$ cat config.mk
export PLATFORM = sky130hd
export DESIGN_NAME = time_triggered_task_scheduler
export DESIGN_NICKNAME = d
export VERILOG_FILES = /design/src/tts_pkg.sv /design/src/tts_slot_ram.sv /design/src/tts_slot_update.sv /design/src/time_triggered_task_scheduler.sv
export SDC_FILE = /design/constraint.sdc
export NUM_CORES = 1
export LEC_CHECK = 0
export BUFFER_PORTS_ARGS = -buffer_cell sky130_fd_sc_hd__buf_2
export CORE_MARGIN = 5
export CORE_UTILIZATION = 62
export DETAILED_ROUTE_END_ITERATION = 6
export PLACE_DENSITY_LB_ADDON = 0.08
export SYNTH_ARGS = -nofsm -noshare
export SYNTH_HDL_FRONTEND = slang
export SYNTH_SLANG_ARGS = --single-unit
$ cat constraint.sdc
create_clock -name i_clk -period 5.3 [get_ports i_clk]
set_clock_uncertainty 0.1 [all_clocks]
set_input_delay 0.265 -clock i_clk [delete_from_list [all_inputs] [get_ports i_clk]]
set_output_delay 0.265 -clock i_clk [all_outputs]
set_load 0.03 [all_outputs]
$ cat src/tts_pkg.sv
// Shared types and constants for the time-triggered task scheduler.
package tts_pkg;

    localparam int MAX_TASKS = 8;
    localparam int IDX_W     = (MAX_TASKS > 1) ? $clog2(MAX_TASKS) : 1;
    localparam int CNT_W     = IDX_W + 1;
    localparam int SLOT_W    = 4;
    localparam int IN_W      = 48;
    localparam int OUT_W     = 16;

    typedef enum logic [1:0] {
        MODE_TICK     = 2'd0,
        MODE_ADD      = 2'd1,
        MODE_DELETE   = 2'd2,
        MODE_DISPATCH = 2'd3
    } t_mode;

    typedef enum logic [2:0] {
        S_IDLE = 3'b001,
        S_WALK = 3'b010,
        S_RESP = 3'b100
    } t_state;

    typedef struct packed {
        logic [7:0]  tag;
        logic [15:0] delay;
        logic [15:0] period;
        logic [7:0]  due;
    } t_entry;

    typedef struct packed {
        t_entry entry;
        logic   emit;
    } t_upd_res;

    typedef struct packed {
        logic [2:0]  pad;
        logic [2:0]  slot_index;
        logic [15:0] repeat_period;
        logic [15:0] first_delay;
        logic [7:0]  task_tag;
        t_mode       mode;
    } t_in;

    typedef struct packed {
        logic [2:0]        pad;
        logic              ran;
        logic [7:0]        run_tag;
        logic [SLOT_W-1:0] slot;
    } t_out;

endpackage

$ cat src/tts_slot_ram.sv
// Slot table memory: one write port, one registered read port, reset-cleared valid bits.
module tts_slot_ram
    import tts_pkg::*;
(
    input  logic             i_clk,
    input  logic             i_rst_n,
    input  logic             i_we,
    input  logic [IDX_W-1:0] i_waddr,
    input  t_entry           i_wdata,
    input  logic             i_re,
    input  logic [IDX_W-1:0] i_raddr,
    output t_entry           o_rdata
);

    t_entry               r_mem [MAX_TASKS];
    logic [MAX_TASKS-1:0] r_vld;
    t_entry               r_rdata;
    logic                 r_rvld;

    always_ff @(posedge i_clk) begin
        if (i_we) begin
            r_mem[i_waddr] <= i_wdata;
        end
        if (i_re) begin
            r_rdata <= r_mem[i_raddr];
        end
    end

    always_ff @(posedge i_clk) begin
        if (!i_rst_n) begin
            r_vld  <= '0;
            r_rvld <= 1'b0;
        end else begin
            if (i_we) begin
                r_vld[i_waddr] <= 1'b1;
            end
            if (i_re) begin
                r_rvld <= r_vld[i_raddr];
            end
        end
    end

    // unwritten entries read as the cleared slot
    assign o_rdata = r_rvld ? r_rdata : '0;

endmodule

$ cat src/tts_slot_update.sv
// Per-slot read-modify step for tick and dispatch walks.
module tts_slot_update
    import tts_pkg::*;
(
    input  t_entry   i_cur,
    input  logic     i_tick,
    output t_upd_res o_res
);

    always_comb begin
        o_res.entry = i_cur;
        o_res.emit  = 1'b0;
        if (i_tick) begin
            if (i_cur.tag != 8'd0) begin
                if (i_cur.delay == 16'd0) begin
                    // saturate the due count, reload periodic slots
                    if (i_cur.due != 8'hFF) begin
                        o_res.entry.due = i_cur.due + 8'd1;
                    end
                    if (i_cur.period != 16'd0) begin
                        o_res.entry.delay = i_cur.period - 16'd1;
                    end
                end else begin
                    o_res.entry.delay = i_cur.delay - 16'd1;
                end
            end
        end else if (i_cur.tag != 8'd0 && i_cur.due != 8'd0) begin
            o_res.emit      = 1'b1;
            o_res.entry.due = i_cur.due - 8'd1;
            // drop one-shot slots once run
            if (i_cur.period == 16'd0) begin
                o_res.entry = '0;
            end
        end
    end

endmodule

$ cat src/time_triggered_task_scheduler.sv
// Top level of the time-triggered task scheduler: slot table, walk sequencer, output register.
// Add and nothing-due dispatch: accept moves to S_RESP, which loads one result item into the
// output register and returns to S_IDLE; delete: no result, the sequencer stays in S_IDLE.
// Tick and dispatch walk the slot memory one slot a cycle while the output side does not stall;
// a dispatched result that waits for the output register holds the walk.
// Synchronous active-low reset empties the table through the memory valid bits; tready is low.
module time_triggered_task_scheduler
    import tts_pkg::*;
(
    input  logic             i_clk,
    input  logic             i_rst_n,
    input  logic             i_s_axis_tvalid,
    output logic             o_s_axis_tready,
    // tdata: mode[1:0], task_tag[9:2], first_delay[25:10], repeat_period[41:26],
    //        slot_index[44:42], zero pad[47:45]
    input  logic [IN_W-1:0]  i_s_axis_tdata,
    output logic             o_m_axis_tvalid,
    input  logic             i_m_axis_tready,
    // tdata: slot[3:0], run_tag[11:4], ran[12], zero pad[15:13]
    output logic [OUT_W-1:0] o_m_axis_tdata,
    output logic             o_m_axis_tlast
);

    // Sequencer state.
    t_state            r_state, n_state;
    logic              r_op_tick, n_op_tick;
    logic [CNT_W-1:0]  r_rd_idx, n_rd_idx;     // next slot to read
    logic              r_stg_vld, n_stg_vld;   // read data in flight for r_stg_idx
    logic [IDX_W-1:0]  r_stg_idx, n_stg_idx;
    logic [SLOT_W-1:0] r_resp_slot, n_resp_slot;

    // Per-slot summary bits, kept in step with every memory write.
    logic [MAX_TASKS-1:0] r_busy;   // tag is nonzero
    logic [MAX_TASKS-1:0] r_due;    // occupied and due count nonzero

    // Output register.
    logic r_out_vld, n_out_vld;
    t_out r_out, n_out;
    logic r_out_last, n_out_last;

    t_in              s_in;
    logic             s_accept;
    logic             s_out_busy;
    logic             s_advance;
    logic             s_re;
    logic             s_we;
    logic [IDX_W-1:0] s_waddr;
    t_entry           s_wdata;
    t_entry           s_rdata;
    t_upd_res         s_upd;
    logic             s_free_found;
    logic [IDX_W-1:0] s_free_idx;
    logic [MAX_TASKS-1:0] s_above;
    logic             s_later_due;

    assign s_in            = t_in'(i_s_axis_tdata);
    assign o_s_axis_tready = (r_state == S_IDLE) && i_rst_n;
    assign s_accept        = i_s_axis_tvalid && o_s_axis_tready;

    // The output register cannot take a new item this cycle.
    assign s_out_busy = r_out_vld && !i_m_axis_tready;

    // Hold the walk while a dispatched item waits for the output register.
    assign s_advance = !(r_stg_vld && s_upd.emit && s_out_busy);

    assign s_re = (r_state == S_WALK) && s_advance && (r_rd_idx != CNT_W'(MAX_TASKS));

    tts_slot_ram u_ram (
        .i_clk   (i_clk),
        .i_rst_n (i_rst_n),
        .i_we    (s_we),
        .i_waddr (s_waddr),
        .i_wdata (s_wdata),
        .i_re    (s_re),
        .i_raddr (r_rd_idx[IDX_W-1:0]),
        .o_rdata (s_rdata)
    );

    tts_slot_update u_upd (
        .i_cur  (s_rdata),
        .i_tick (r_op_tick),
        .o_res  (s_upd)
    );

    // First free slot, lowest index wins.
    always_comb begin
        s_free_found = 1'b0;
        s_free_idx   = '0;
        for (int j = MAX_TASKS - 1; j >= 0; j--) begin
            if (!r_busy[j]) begin
                s_free_found = 1'b1;
                s_free_idx   = IDX_W'(j);
            end
        end
    end

    // A dispatched item is the last one when no higher slot is still due.
    always_comb begin
        for (int j = 0; j < MAX_TASKS; j++) begin
            s_above[j] = (IDX_W'(j) > r_stg_idx);
        end
    end
    assign s_later_due = |(r_due & s_above);

    // Memory write port: walk write-back, or a direct add or delete on accept.
    always_comb begin
        s_we    = 1'b0;
        s_waddr = r_stg_idx;
        s_wdata = s_upd.entry;
        if (r_state == S_WALK) begin
            s_we = r_stg_vld && s_advance;
        end else if (s_accept) begin
            case (s_in.mode)
                MODE_ADD: begin
                    s_we          = s_free_found;
                    s_waddr       = s_free_idx;
                    s_wdata.tag    = s_in.task_tag;
                    s_wdata.delay  = s_in.first_delay;
                    s_wdata.period = s_in.repeat_period;
                    s_wdata.due    = 8'd0;
                end
                MODE_DELETE: begin
                    s_we    = (int'(s_in.slot_index) < MAX_TASKS);
                    s_waddr = IDX_W'(s_in.slot_index);
                    s_wdata = '0;
                end
                default: begin
                    s_we = 1'b0;
                end
            endcase
        end
    end

    // Sequencer and output register next state.
    always_comb begin
        n_state     = r_state;
        n_op_tick   = r_op_tick;
        n_rd_idx    = r_rd_idx;
        n_stg_vld   = r_stg_vld;
        n_stg_idx   = r_stg_idx;
        n_resp_slot = r_resp_slot;
        n_out_vld   = r_out_vld && !i_m_axis_tready;
        n_out       = r_out;
        n_out_last  = r_out_last;

        case (r_state)
            S_IDLE: begin
                if (s_accept) begin
                    case (s_in.mode)
                        MODE_TICK: begin
                            n_state   = S_WALK;
                            n_op_tick = 1'b1;
                            n_rd_idx  = '0;
                        end
                        MODE_ADD: begin
                            n_state     = S_RESP;
                            n_resp_slot = s_free_found ? SLOT_W'(s_free_idx)
                                                       : SLOT_W'(MAX_TASKS);
                        end
                        MODE_DISPATCH: begin
                            if (|r_due) begin
                                n_state   = S_WALK;
                                n_op_tick = 1'b0;
                                n_rd_idx  = '0;
                            end else begin
                                // nothing due: answer with one idle item
                                n_state     = S_RESP;
                                n_resp_slot = SLOT_W'(MAX_TASKS);
                            end
                        end
                        default: begin
                            n_state = S_IDLE;
                        end
                    endcase
                end
            end
            S_WALK: begin
                if (s_advance) begin
                    // emit the dispatched slot into the output register
                    if (r_stg_vld && s_upd.emit) begin
                        n_out_vld     = 1'b1;
                        n_out.pad     = '0;
                        n_out.ran     = 1'b1;
                        n_out.run_tag = s_rdata.tag;
                        n_out.slot    = SLOT_W'(r_stg_idx);
                        n_out_last    = !s_later_due;
                    end
                    n_stg_vld = s_re;
                    n_stg_idx = r_rd_idx[IDX_W-1:0];
                    if (s_re) begin
                        n_rd_idx = r_rd_idx + CNT_W'(1);
                    end
                    if (!r_stg_vld && !s_re) begin
                        n_state = S_IDLE;
                    end
                end
            end
            S_RESP: begin
                if (!s_out_busy) begin
                    n_state       = S_IDLE;
                    n_out_vld     = 1'b1;
                    n_out.pad     = '0;
                    n_out.ran     = 1'b0;
                    n_out.run_tag = 8'd0;
                    n_out.slot    = r_resp_slot;
                    n_out_last    = 1'b1;
                end
            end
            default: begin
                n_state = S_IDLE;
            end
        endcase
    end

    // Control registers.
    always_ff @(posedge i_clk) begin
        if (!i_rst_n) begin
            r_state   <= S_IDLE;
            r_op_tick <= 1'b0;
            r_rd_idx  <= '0;
            r_stg_vld <= 1'b0;
            r_out_vld <= 1'b0;
            r_busy    <= '0;
            r_due     <= '0;
        end else begin
            r_state   <= n_state;
            r_op_tick <= n_op_tick;
            r_rd_idx  <= n_rd_idx;
            r_stg_vld <= n_stg_vld;
            r_out_vld <= n_out_vld;
            if (s_we) begin
                r_busy[s_waddr] <= (s_wdata.tag != 8'd0);
                r_due[s_waddr]  <= (s_wdata.tag != 8'd0) && (s_wdata.due != 8'd0);
            end
        end
    end

    // Payload registers.
    always_ff @(posedge i_clk) begin
        r_stg_idx   <= n_stg_idx;
        r_resp_slot <= n_resp_slot;
        r_out       <= n_out;
        r_out_last  <= n_out_last;
    end

    assign o_m_axis_tvalid = r_out_vld;
    assign o_m_axis_tdata  = OUT_W'(r_out);
    assign o_m_axis_tlast  = r_out_last;

endmodule

After elaboration in Yosys (flattened, before gate mapping)
Memory sizes are Yosys's and may differ from the RTL's. A register that Yosys moved wholly into a read port is not among the register bits.
Cells that the tools add are included.
Operators by class
  add/subtract/negate cells: 5
  $lt $le $gt $ge: 11
  eq/ne operators: 18
  multiplexer cells: 76
  bitwise logic cells: 3
  reduce and logical (&&, ||, !) cells: 37
Operators with widths (number)
  $mux W48: 4
  $mux W16: 8
  $pmux W48 S2: 1
  $mux W49: 1
  $mux W3: 15
  $mux W8: 5
  $logic_not A16 Y1: 2
  $pmux W16 S2: 1
  $reduce_bool A8 Y1: 4
  $sub A16 B1 Y16 const B: 2
  $mux W4: 6
  $pmux W4 S2: 3
  $mux W1: 21
  $pmux W3 S3: 2
  $bwmux W8: 2
  $reduce_and A4 Y1: 4
  $reduce_bool A16 Y1: 1
  $reduce_or A8 Y1: 2
  $ne A2 B2 Y1 const B: 7
  $gt A3 B3 Y1 const A: 4
  $logic_and A1 B1 Y1: 12
  $add A8 B1 Y8 const B: 1
  $and A8 B8 Y8: 1
  $lt A3 B4 Y1 const B: 2
  other kinds (26): 39
Storage, ports and cells
  register bits after elaboration: 59
  bits in writable memories: 384
  bits of input ports: 52
  output and inout port bits: 19
  logic and storage cells: 167
  memories kept: 1
Memories
  u_ram.r_mem: words 8, bits a word 48, rd ports 1, clocked after memory_dff 1, write ports 1, RTL line tts_slot_ram.sv:15  | t_entry r_mem [MAX_TASKS];

Logic depth before layout (Yosys ltp)
Gate-level depths: netlist of the first run.
  word-level depth: 16
  gate-level depth with buffers: 16

Modules after synthesis
From an unflattened synthesis of the first run, not the netlist that was laid out.
Second synthesis, totals
  cells, all modules: 1365
  area total of the unflattened synthesis: 21695.8 sq um
Modules (own cells, without submodules)
  tts_slot_ram: instances 1, cells an instance 694, area each 16928.7 sq um
  time_triggered_task_scheduler: instances 1, cells an instance 391, area each 3061.7 sq um
  tts_slot_update: instances 1, cells an instance 280, area each 1705.4 sq um

Worst setup path before layout of the first run
No wires, ideal clock.
  kind: flip-flop to flip-flop
  start: register u_ram.r_rdata[41] (netlist name)
  end: memory u_ram.r_mem[1][0] (netlist name), enable pin
  arrival: 4189 ps
  required time: 4740 ps
  slack: 551 ps
  stages on the path, launching flop included: 8
  clock period less this slack: 4749 ps
  cells stage by stage: edfxtp_1 or4_1 o21ai_0 clkbuf_1 o41ai_1 a21boi_0 nand2_1 nor2_1
On the way
  cells in the longest elaborated chain, start to end: 12
RTL lines
  $mux W48: RTL line tts_slot_ram.sv:44  | assign o_rdata = r_rvld ? r_rdata : '0;
  $reduce_bool A8 Y1: RTL line tts_slot_update.sv:27  | end else if (i_cur.tag != 8'd0 && i_cur.due != 8'd0) begin
  $logic_and A1 B1 Y1: RTL line tts_slot_update.sv:27
  $mux W49: RTL line tts_slot_update.sv:27
  $mux W1: RTL line tts_slot_update.sv:13  | if (i_tick) begin
  $logic_and A1 B1 Y1 (2 in series): RTL line time_triggered_task_scheduler.sv:64  | assign s_advance = !(r_stg_vld && s_upd.emit && s_out_busy);
  $logic_not A1 Y1: RTL line time_triggered_task_scheduler.sv:64
  $logic_and A1 B1 Y1: RTL line time_triggered_task_scheduler.sv:111  | s_we = r_stg_vld && s_advance;
  $mux W1: RTL line time_triggered_task_scheduler.sv:110  | if (r_state == S_WALK) begin
  $mux W1: RTL line tts_slot_ram.sv:21  | if (i_we) begin
  $mux W1 (not written as such): RTL line tts_slot_ram.sv:22  | r_mem[i_waddr] <= i_wdata;
  end, declared: RTL line tts_slot_ram.sv:15
No other way between the ends.

==> impl_summary.md, run 1 <==
GRT
The number of antenna violations at the first check in global routing was 0. The via count of the first global-routing pass came to 11638. For this run the aggregate overflow at the end of global routing stands at 0. Entering global routing, the biggest net connects 67 pins. The first-pass GRT wire length is 69.6 mm. Global routing used 25.1% of the available tracks.

Setup path
Tracing the worst setup path back leads to its startpoint at u_ram.r_rdata[28]$_DFFE_PP_. On the critical path the largest part of the delay comes from compound AO/OA/AOI/OAI gates. The highest fanout seen on the critical path is 12. For the worst setup path, the data required time is 5.44 ns. The number of buffers and inverters on the critical path is 0. The signal on the critical path passes through nor4_1 > nand4_1 > a21bo_2 > nor2_1 > o21ai_0 > a31oi_1 > a22oi_1 > o21ai_0. By instance count, the cell type seen most on the critical path is sky130_fd_sc_hd__o21ai_0. The largest incremental delay on the critical path is 0.67 ns. The startpoint of the worst register-to-register path is u_ram.r_rdata[28]$_DFFE_PP_. The slowest stage of the critical path is the sky130_fd_sc_hd__o21ai_0 cell.

The worst setup path is of the flop to flop kind. The critical path arrival is 4.25 ns. The worst setup path is launched from a flop. The type of destination of the critical path is a flop.

Die
The vertical extent of the die is ~190 um. The number of rows created at floorplan is 67. The effective utilization at floorplan is 62.3%.

The floorplan step defined a core boundary enclosing 33300 um^2. The number of ports placed on the die boundary is 71. The die is 193 um wide. The die outline area is 37200 um^2.

Clock tree
The master cell of the clock root buffer is sky130_fd_sc_hd__clkbuf_16. The H-tree generated during clock tree synthesis spans 2 levels. Post-CTS repair changed the size of 0 cells. The worst-skew pair later-pin latency is 0.55 ns. The maximum count of clock buffers along a single path is 3. TritonCTS built the clock tree. Clock tree synthesis inserted a total of 47 buffers. The number of sinks handled by clock tree synthesis is just under 500.

Clock-pin slew was measured on the worst setup and hold paths at about 0.060 ns. In this run the post-CTS setup repair buffer count came out at 0. For this design, the CTS-stage hold fixing added 0 buffers.

Place
The sum of net half-perimeters after detailed placement is 28.0 mm. The final weighted congestion in routability-driven placement is 0.925. The quantity of I/O buffers inserted on ports is 64.

Cells and area
The most common cell after layout, fill and taps aside is sky130_fd_sc_hd__edfxtp_1. The repair_antennas step left the layout with diodes totalling 0. The final core utilization is 70.0%. The final net count is 1393. The signed area change from the synthesized netlist to the final layout is 12.4%. The ratio of cells with drive above 1 in the final layout is 25.4%. In the layout the commonest cells are sky130_fd_sc_hd__edfxtp_1, sky130_fd_sc_hd__mux4_2, sky130_fd_sc_hd__nand2_1.

Synthesis
The post-synthesis instance area is 20700 um^2. The mean instance size in the synthesized netlist is 16.5 um^2. The post-synthesis register bit count is a little under 500. The unique cell type count in the Yosys netlist is 75.

Summing the sequential cell areas from Yosys gives between 60% and 70% of the chip area. The most used flip-flop cell after synthesis is sky130_fd_sc_hd__edfxtp_1. The count of flip-flops with a built-in enable after synthesis is 453.

The async set or reset register ratio after synthesis is 0%. The cell count after synthesis is ~1300. The Yosys warning count is 0.

Timing
Setup violations remaining at the end of the flow were counted as 0. The total count of max-transition violations in the final report is 0. For the pin with the worst max-slew slack, the measured transition is 1.26 ns. The final clock period utilization by the worst path is 77.6%. The smallest clock period supported by the final layout is computed as 4.11 ns. Setup repair after global routing left no endpoint under its margin.

The sum of negative setup slack is 0 ns. The final hold violation count is 0. In this run the tightest slew margin relative to its limit is around 16%. The fmax is 0.243 GHz.

Drt
The via count normalized by instance count is 6.52. The total vias in the final route is 11838. The first routing iteration left 1142 violations.

The average wire length per cell after detail routing is 25.4 um. The DRC violation count after routing is 0. The total detailed-routing wirelength is 46.1 mm. The length of the first detailed-routing pass in iterations is 6. The count of nets left with antenna violations once routing finished came out at 0.

Min path
The worst hold path begins at i_m_axis_tready. The class of the tightest hold or removal check is input pin to flop.

Flow run
The total of max-cap violations is 0.

Power and ir drop
The maximum vdd drop is 0.470 mV. The power per cell area is 345 nW/um^2. After layout, the design draws a total of 8.03 mW. The leakage dissipation is 6.97 nW.

Run status
The run finished with clean final reports.
-- final cells by class --
cell class / instances / area [um^2]
Clock buffer: 62 / 1280
Tap cell: 448 / 561
Sequential cell: 488 / 14300
Inverter: 18 / 67.6
Multi-Input combinational cell: 679 / 6140
Timing Repair Buffer: 96 / 636
Fill cell: 2165 / 9990
Clock inverter: 25 / 290
-- path summary, 6_finish.rpt --
path / endpoint / slack, ns / cells after the start
worst max register to register: u_ram.r_mem[3][38]$_DFFE_PP_ / 1.19 / 8
worst min register to register: u_ram.r_vld[2]$_SDFFE_PN0P_ / 0.37 / 1
worst max-delay path: u_ram.r_mem[3][38]$_DFFE_PP_ / 1.19 / 8
worst min-delay path: o_m_axis_tvalid$_SDFF_PN0_ / 0.04 / 3
-- cell usage after synthesis, types with 4 or more instances --
library cell                 n  area share (%)
sky130_fd_sc_hd__nor2_1     50            0.91
sky130_fd_sc_hd__mux2i_1    10            0.48
sky130_fd_sc_hd__nand2b_1    8            0.24
sky130_fd_sc_hd__buf_1      12            0.22
sky130_fd_sc_hd__nand3_1    13            0.31
sky130_fd_sc_hd__dfxtp_1    35             3.4
sky130_fd_sc_hd__o21ai_0    52             1.3
sky130_fd_sc_hd__a21oi_1    44             1.1
sky130_fd_sc_hd__o41ai_1     4            0.17
sky130_fd_sc_hd__or2_2       4            0.12
sky130_fd_sc_hd__o31ai_1     7            0.25
sky130_fd_sc_hd__mux2_2     49             2.7
sky130_fd_sc_hd__a31oi_1     8            0.24
sky130_fd_sc_hd__o32ai_1     4            0.17
sky130_fd_sc_hd__and3_1     16            0.48
sky130_fd_sc_hd__a211oi_1    4            0.14
sky130_fd_sc_hd__o21a_1     12            0.43
sky130_fd_sc_hd__a32oi_1     4            0.17
sky130_fd_sc_hd__inv_1      18            0.33
sky130_fd_sc_hd__a22o_1     30             1.3
sky130_fd_sc_hd__o211ai_1    6            0.22
sky130_fd_sc_hd__o311a_1     5            0.24
sky130_fd_sc_hd__and2_1     12            0.36
sky130_fd_sc_hd__mux4_2     98              11
sky130_fd_sc_hd__xor2_1      7            0.30
sky130_fd_sc_hd__a21boi_0    9            0.33
sky130_fd_sc_hd__nand2_1    88             1.6
sky130_fd_sc_hd__nand4_1     8            0.24
sky130_fd_sc_hd__or4_1       7            0.25
sky130_fd_sc_hd__nor3_1     14            0.34
sky130_fd_sc_hd__nor4_1     15            0.45
sky130_fd_sc_hd__o21ai_1     4           0.097
sky130_fd_sc_hd__clkbuf_1   54            0.98
sky130_fd_sc_hd__a22oi_1     5            0.18
sky130_fd_sc_hd__ha_1       11            0.66
sky130_fd_sc_hd__xnor2_1     7            0.30
sky130_fd_sc_hd__edfxtp_1  453              66
-- sequential cells by signal (all words and copies together) (netlist names), 4 cells and up --
name / flops
u_ram.r_mem: 384
u_ram.r_rdata: 48
o_m_axis_tdata: 13
r_busy: 8
r_due: 8
u_ram.r_vld: 8
r_rd_idx: 4
r_resp_slot: 4
-- stage by stage --
step | cell area [um^2] | std cells | hold WS (ns) | worst slack (ns)
floorplan | 20700 | 1256 | 0.306 | 0.551
global placement | 21700 | 1729 | 0.342 | 1.39
detailed placement | 21700 | 1729 | 0.353 | 1.29
CTS | 23300 | 1816 | 0.0247 | 1.28
global route | 23300 | 1816 | 0.0401 | 0.831
finish | 23300 | 1816 | 0.0422 | 1.19
-- worst reg2reg max path, cell delays in order, from the launching register on --
cell                       delay, ns
sky130_fd_sc_hd__edfxtp_1       0.51
sky130_fd_sc_hd__nor4_1         0.59
sky130_fd_sc_hd__nand4_1        0.46
sky130_fd_sc_hd__a21bo_2        0.43
sky130_fd_sc_hd__nor2_1         0.44
sky130_fd_sc_hd__o21ai_0        0.31
sky130_fd_sc_hd__a31oi_1        0.23
sky130_fd_sc_hd__a22oi_1        0.08
sky130_fd_sc_hd__o21ai_0        0.67
-- logic make-up after synthesis --
kind of cell               Yosys count  synth area share (%)
DFF                                488                  69.0
xor gates and xnor gates            14                 0.592
other                                1                0.0181
adders and majority gates           11                 0.664
buffers and inverters               89                  1.71
and+or+nand+nor                    258                  6.26
muxes                              157                  13.8
AOI/OAI and AO/OA                  236                  7.93
-- power breakdown --
part	total (mW)	internal, mW	leakage (nW)	switching [mW]
combinational	0.366	0.122	2.15	0.244
sequential	4.28	4.24	4.05	0.0365
clock	3.39	2.00	0.773	1.38
total	8.03	6.36	6.97	1.66
-- per-layer routing --
layer | GRT usage, % | up-vias | wire length, um
met4 | 5.76 | 0 | 991
met1 | 36.4 | 6058 | 19500
li1 | - | 5239 | -
met5 | 0 | - | 0
met3 | 4.00 | 72 | 3130
met2 | 40.9 | 469 | 22500
Power figures use the tool's default switching activity.
==> run 2, diff against run 1 <==
Settings changed: CORE_UTILIZATION 62 to 56.
Clock period 5.3 ns to 3.59 ns, I/O delays scaled along.
==> run 2 against run 1 <==
First-iteration DRC count decreased by 6.4%. Setup slack got worse by 0.95 ns. Global-route usage decreased by 1.6 points. Clock power increased by 42%. Largest cell class unchanged. Largest power group unchanged. Die area increased by 10%.
==> impl_summary.md, run 2 (synthesis gave the netlist of run 1 again) <==
GRT
The total congestion overflow after global routing is 0. The total track usage is 23.4%. The number of antenna violations at the first check in global routing is 0.

The via count of the first global-routing pass is 12235. Entering global routing, the biggest net connects 50 pins. The first global-routing pass estimated 73.3 mm of wire.

Die
In this run the core area contains 70 standard-cell rows. 71 I/O pins were placed. The core area is 36600 um^2. The die outline area is approximately 41000 um^2.

The effective utilization at floorplan is 56.6%. The floorplan step set the die width to 202 um. The vertical extent of the die is a little over 200 um.

Cells and area
For this run, the post-layout net count is approximately 1500. Relative to the synthesized area, the layout overhead comes to 15.9%. The filler cells instantiated in the layout total 2572. The ratio of cells with drive above 1 in the final layout is around 28%.

The flip-flop count of the largest register after layout is 384. The final antenna diode count is 0. Leaving out fill and tap cells, the most frequent cell in the layout is sky130_fd_sc_hd__edfxtp_1. The register with the most flip-flops in the final layout is u_ram.r_mem. In the layout the commonest cells are sky130_fd_sc_hd__edfxtp_1, sky130_fd_sc_hd__mux4_2, sky130_fd_sc_hd__nand2_1. The count of cells in the finished layout, fillers not included, comes to 1909.

Clock tree
After clock tree synthesis, the clock-pin slew on the worst setup and hold paths is 0.06 ns. The number of sinks handled by clock tree synthesis is 488. The master cell of the clock root buffer is sky130_fd_sc_hd__clkbuf_16. The worst-skew pair later-pin latency is 0.59 ns. TritonCTS built the clock tree. The depth of the CTS H-tree is 2. The maximum count of clock buffers along a single path is 3. Clock tree synthesis inserted a total of 49 buffers. The buffer count from post-CTS setup fixing is 0.

Power and ir drop
The overall power consumption is 11.7 mW. For this design the static power due to leakage is 7.31 nW. In this run the power density over the cells is 488 nW/um^2.

The worst-case IR drop observed on VDD is around 0.46 mV.

Drt
The detailed router's first-iteration violation count is 1069. The total vias in the final route is 12023. The residual antenna-violating net count after detailed routing is 0. The average wire length per cell after detail routing is 24.9 um. After detailed routing, the total wire length is 47.5 mm. The via count normalized by instance count is between 6 and 7. For this run, design rule violations remaining after detail routing come to 0. The length of the first detailed-routing pass in iterations is 5.

Timing
Setup repair after global routing left no endpoint under its margin. The final hold violation count came to 0. Derived from the worst setup path, the maximum achievable clock frequency is 0.299 GHz. Setup total negative slack on the finished layout was measured at 0 ns. Headroom to the max-slew limit came out at between 20% and 30%.

The final clock period utilization by the worst path is 93.3%. After layout, the worst setup slack is 0.240 ns. At the pin with the least slew margin, the transition time is 1.05 ns. The total count of max-transition violations in the final report is 0. The worst hold slack across all endpoints is 0.0229 ns. The post-route minimum period is 3.35 ns. Setup violations remaining at the end of the flow were counted as 0.

Setup path
The type of destination of the critical path is a flop. In this run the critical register-to-register path is launched from u_ram.r_rdata[8]$_DFFE_PP_. The timing endpoint of the critical path is u_ram.r_mem[7][39]$_DFFE_PP_. The start point of the critical path is u_ram.r_rdata[8]$_DFFE_PP_. The worst endpoint required time is roughly 3.8 ns. The path depth of the worst reg2reg path is 8.

The critical path in this run is classified as flop to flop. The reg-to-reg endpoint is u_ram.r_mem[7][39]$_DFFE_PP_. In this run the worst path has a maximum fanout of 8. STA puts the critical path data arrival time at roughly 3.5 ns.

The critical path startpoint category is a flop. The setup check on the worst reg-to-reg path leaves a slack of 0.24 ns.

Place
The final weighted congestion in routability-driven placement is 0.930. Including well taps, the total number of placed cells is 1799. The count of buffers added on input and output ports is 64. The sum of net half-perimeters after detailed placement is around 30 mm. The worst setup timing slack at the placement stage is 0.119 ns.

Min path
The class of the tightest hold or removal check is input pin to flop.

Run status
The run finished with clean final reports.

Flow run
Max-cap violations in this run came to 0.
-- run 2: cell count changes in the layout (fill, tap and decap cells not counted), sizes merged --
cell	before	now
bufinv	6	1
dlygate4sd3	0	19
inv	19	20
clkbuf	62	65
buf	96	146
clkinv	17	19
clkinvlp	1	4
-- run 2: per-stage QoR --
step	util (%)	instance area, um^2
finish	65.6	24000
global route	65.6	24000
CTS	65.6	24000
detailed placement	60.9	22300
global placement	60.9	22300
floorplan	-	20800
-- run 2: timing repair --
action | 4_1_cts | 5_1_grt
gates resized for setup | 0 | 5
hold endpoints to repair | 125 | 8
setup endpoints to repair | 0 | 40
hold buffers | 18 | 1
-- run 2: power by group --
group          total, mW  internal [mW]  switching [mW]
clock network       4.81           2.75            2.06
registers           6.30           6.26          0.0414
logic              0.615          0.227           0.388
-- run 2: how the worst min path moves through the flow --
stage	to	cells after the start	from	slack, ns
floorplan	r_stg_idx[2]$_DFFE_PP_	0	r_rd_idx[2]$_SDFFE_PN0P_	0.31
global placement	u_ram.r_vld[7]$_SDFFE_PN0P_	1	u_ram.r_vld[7]$_SDFFE_PN0P_	0.34
detailed placement	u_ram.r_vld[7]$_SDFFE_PN0P_	1	u_ram.r_vld[7]$_SDFFE_PN0P_	0.35
CTS	u_ram.r_mem[4][18]$_DFFE_PP_	2	i_s_axis_tdata[36]	0.0005
global route	r_stg_vld$_SDFFE_PN0P_	3	i_rst_n	0.04
finish	u_ram.r_mem[5][12]$_DFFE_PP_	2	i_s_axis_tdata[30]	0.02
-- run 2: area by class of cell --
cell class	count	area, um^2	share of cell area (%)
Inverter	18	67.6	0.281
Tap cell	468	586	2.44
Timing Repair Buffer	165	1360	5.68
Sequential cell	488	14300	59.6
Multi-Input combinational cell	679	6160	25.7
Clock inverter	26	159	0.661
Clock buffer	65	1370	5.70
-- run 2: per-layer routing --
metal  global-route usage [%]  vias to the layer above  wire length, um
li1                         -                     5369                -
met1                     32.8                     6148            20300
met2                     38.8                      425            23200
met3                     3.64                       81             2920
met4                     6.79                        0             1140
met5                        0                        -                0
-- run 2: worst max-delay path: stages, from the launching register on --
cell and delay (ns):
sky130_fd_sc_hd__edfxtp_1 0.42, sky130_fd_sc_hd__or4_1 0.57, sky130_fd_sc_hd__or3_1 0.40, sky130_fd_sc_hd__or2_1 0.26
sky130_fd_sc_hd__a2111oi_0 0.54, sky130_fd_sc_hd__xnor2_1 0.18, sky130_fd_sc_hd__nor3_1 0.08, sky130_fd_sc_hd__a311oi_1 0.33
sky130_fd_sc_hd__o21ai_2 0.16
==> run 3, diff against run 2 <==
Settings changed: BUFFER_PORTS_ARGS -buffer_cell sky130_fd_sc_hd__buf_2 to -buffer_cell sky130_fd_sc_hd__buf_4, CORE_UTILIZATION 56 to 41.
==> run 3 against run 2 <==
Critical path depth up 1. Total power grew 4.4%. Sequential power is essentially flat. Count of clock-buffer cells in the layout fell by 2. Final area rose by 3.3%. Utilization is 16 points lower. Worst hold slack better by 0.0097 ns. Fmax grew 0.28%. First-iteration DRC count down 6.7%. Non-clock buffer count grew 27. Largest power group unchanged. Clock power rose by 10%. Via count is 0.58% higher.
==> impl_summary.md, run 3 (synthesis gave the netlist of run 1 again) <==
Place
The final weighted congestion in routability-driven placement is 0.895. Summed over all nets, the half-perimeter wirelength after detailed placement is ~33 mm. After detailed placement, the total cell area comes to 22800 um^2. The quantity of I/O buffers inserted on ports is 64. At the placement stage, the worst setup path has a slack of 0.130 ns.

Power and ir drop
The maximum vdd drop is a little under 0.4 mV. In this run the static leakage power is 7.58 nW. Power spread over the standard cell area amounts to 494 nW/um^2.

Clock tree
The number of sinks handled by clock tree synthesis is 488. The buffer count from post-CTS setup fixing is 0. The depth of the CTS H-tree is 2.

The maximum count of clock buffers along a single path is 3. The worst-skew pair later-pin latency is 0.59 ns. TritonCTS built the clock tree. The TritonCTS buffer count is 51.

The clock-pin slew reported for the worst setup and hold paths after clock tree synthesis is roughly 0.060 ns. The master cell of the clock root buffer is sky130_fd_sc_hd__clkbuf_16.

Setup path
The type of destination of the critical path is a flop. Along the worst path, the maximum fanout reaches 19. The largest individual stage delay along the critical path comes from the cell sky130_fd_sc_hd__a2111oi_2. The largest incremental delay on the critical path is 0.50 ns. In this run the worst setup path terminates at r_due[7]$_SDFFE_PN0P_. STA puts the critical path data arrival time at approximately 3.7 ns. STA puts the critical path data required time at just under 4 ns. The path depth of the worst reg2reg path is 9. The worst setup slack for register-to-register paths is 0.25 ns. The type of the setup path with the least slack is flop to flop. The signal on the critical path passes through nand2_1 > ha_2 > o21ai_1 > a2111oi_2 > mux2_2 > o311a_4 > or4_4 > o31ai_4 > mux2i_1. The startpoint identified for the worst register-to-register timing path is u_ram.r_rvld$_SDFFE_PN0P_. The critical path startpoint category is a flop. The start point of the critical path is u_ram.r_rvld$_SDFFE_PN0P_. In this run the critical register-to-register path is captured at r_due[7]$_SDFFE_PN0P_.

Timing
The total count of max-transition violations in the final report is 0. The worst pin sits at a relative slew slack of a little over a quarter. Setup violations remaining at the end of the flow were counted as 0.

For the final routed database, the setup TNS stands at 0 ns. The worst path meets setup with 0.249 ns of slack. Setup repair after global routing left no endpoint under its margin.

The actual slew at the worst max-slew pin is between 1 and 1.5 ns. The final clock period utilization by the worst path is between 90% and 100%. The final hold violation count was 0. The fmax is about 0.30 GHz. The post-route minimum period is 3.34 ns.

Drt
The detail route stage leaves a number of antenna-violating nets equal to 0. For this block, the routed nets add up to 52.6 mm of wire. For this block, the initial DRC count from the detailed router was around 1000. In the routed layout, each cell is associated on average with a via count of 5.64. For this run, the detailed router's first-pass iteration total came to 6.

The average wire length per cell after detail routing is 24.5 um. The total vias in the final route is 12093. For this run, design rule violations remaining after detail routing come to 0.

GRT
The number of antenna violations at the first check in global routing is 0. The via count of the first global-routing pass is about 12000. The first-pass GRT wire length is ~80 mm. Summed over all layers, the global routing overflow is 0. The largest net degree at the start of global routing is 53. Across every metal layer, demand over resource in global routing totals 18.7%.

Die
The vertical extent of the die is 235 um. The total area inside the core boundary comes to 50100 um^2. The initial utilization of the core area, before any placement, comes to 41.4%. From left edge to right edge, the die measures about 230 um. The number of rows created at floorplan is 82. The number of ports placed on the die boundary is 71.

The die covers ~55000 um^2.

Cells and area
The top cell types in the final layout, fill and taps aside, are sky130_fd_sc_hd__edfxtp_1, sky130_fd_sc_hd__buf_4, sky130_fd_sc_hd__mux4_2. The area of all placed cells without fillers is 24800 um^2. The most common cell after layout, fill and taps aside is sky130_fd_sc_hd__edfxtp_1. Ranked by flip-flop count, first place goes to u_ram.r_mem.

The signed area change from the synthesized netlist to the final layout is 19.8%. The ratio of cells with drive above 1 in the final layout is between 20 and 30%. The flip-flop count of the largest register after layout is 384.

The final antenna diode count is 0. The final net count is 1493. Counting the fill cells in the layout gives around 4300.

Flow run
Max-cap violations in this run came to 0.

Run status
The flow ran to the end, and the final reports show no timing, DRC or antenna violations.

Min path
The class of the tightest hold or removal check is input pin to flop.
-- run 3: changes by cell type in the layout (fill, tap and decap cells not counted), moves of 2 or more --
cell,change
sky130_fd_sc_hd__dlygate4sd3_1,+12
sky130_fd_sc_hd__buf_4,+79
sky130_fd_sc_hd__buf_2,-64
sky130_fd_sc_hd__clkinvlp_4,-4
sky130_fd_sc_hd__o21ai_0,+2
sky130_fd_sc_hd__clkbuf_8,-2
sky130_fd_sc_hd__bufinv_16,+5
sky130_fd_sc_hd__o21ai_1,-2
sky130_fd_sc_hd__clkinv_2,+7
sky130_fd_sc_hd__inv_6,-2
-- run 3: critical path: cells and delay by family, from the launching register on --
family / cells / cell delay (ns)
simple gates: 2 / 0.65
fa+ha+maj: 1 / 0.27
mux: 2 / 0.54
flops: 1 / 0.46
compound gates: 4 / 1.15
-- run 3: worst min-delay path by stage --
stage,startpoint,to,slack [ns],cells after the start
after global routing,i_s_axis_tdata[9],u_ram.r_mem[2][47]$_DFFE_PP_,0.03,2
after global placement,u_ram.r_vld[5]$_SDFFE_PN0P_,u_ram.r_vld[5]$_SDFFE_PN0P_,0.34,1
final,i_s_axis_tdata[2],u_ram.r_mem[5][40]$_DFFE_PP_,0.03,2
after detailed placement,u_ram.r_vld[2]$_SDFFE_PN0P_,u_ram.r_vld[2]$_SDFFE_PN0P_,0.35,1
after floorplan,r_rd_idx[2]$_SDFFE_PN0P_,r_stg_idx[2]$_DFFE_PP_,0.31,0
after CTS,i_s_axis_tdata[23],u_ram.r_mem[6][37]$_DFFE_PP_,0.0009,3
-- run 3: area by class of cell --
| cell class | instances | area, um^2 | share of cell area (%) |
|---|---|---|---|
| flip-flops and latches | 488 | 14300 | 57.7 |
| multi-input cells | 679 | 6160 | 24.8 |
| repair buffers | 192 | 1760 | 7.08 |
| clock buffers | 63 | 1360 | 5.49 |
| well taps | 672 | 841 | 3.39 |
| clock inverters | 33 | 317 | 1.28 |
| inverters | 18 | 67.6 | 0.272 |
-- run 3: per-stage QoR --
step	hold slack, ns	cells	utilization [%]	power, mW
2_1_floorplan	0.306	1256	-	6.78
3_3_place_gp	0.343	2018	45.6	7.05
3_5_place_dp	0.352	2018	45.6	7.06
4_1_cts	0.000863	2144	49.5	12.4
5_1_grt	0.0345	2145	49.6	12.7
6_report	0.0326	2145	49.6	12.3
-- run 3: where the power goes --
group | switching [mW] | internal (mW) | leakage (nW)
Sequential | 0.0381 | 6.26 | 4.05
Clock | 2.16 | 3.13 | 0.835
Combinational | 0.401 | 0.263 | 2.69
Total | 2.60 | 9.65 | 7.58
-- run 3: what timing repair did --
item	4_1_cts	5_1_grt
endpoints found under the setup margin	0	48
hold endpoints to repair	210	8
hold buffers	30	1
resized for setup	0	3
-- run 3: routing by layer --
layer  up-vias  wire, um  global-route usage [%]
met2       328     25400                    30.5
met4         0      1410                    5.88
li1       5433         -                       -
met3        89      2200                    2.64
met5         -         0                       0
met1      6243     23500                    26.2
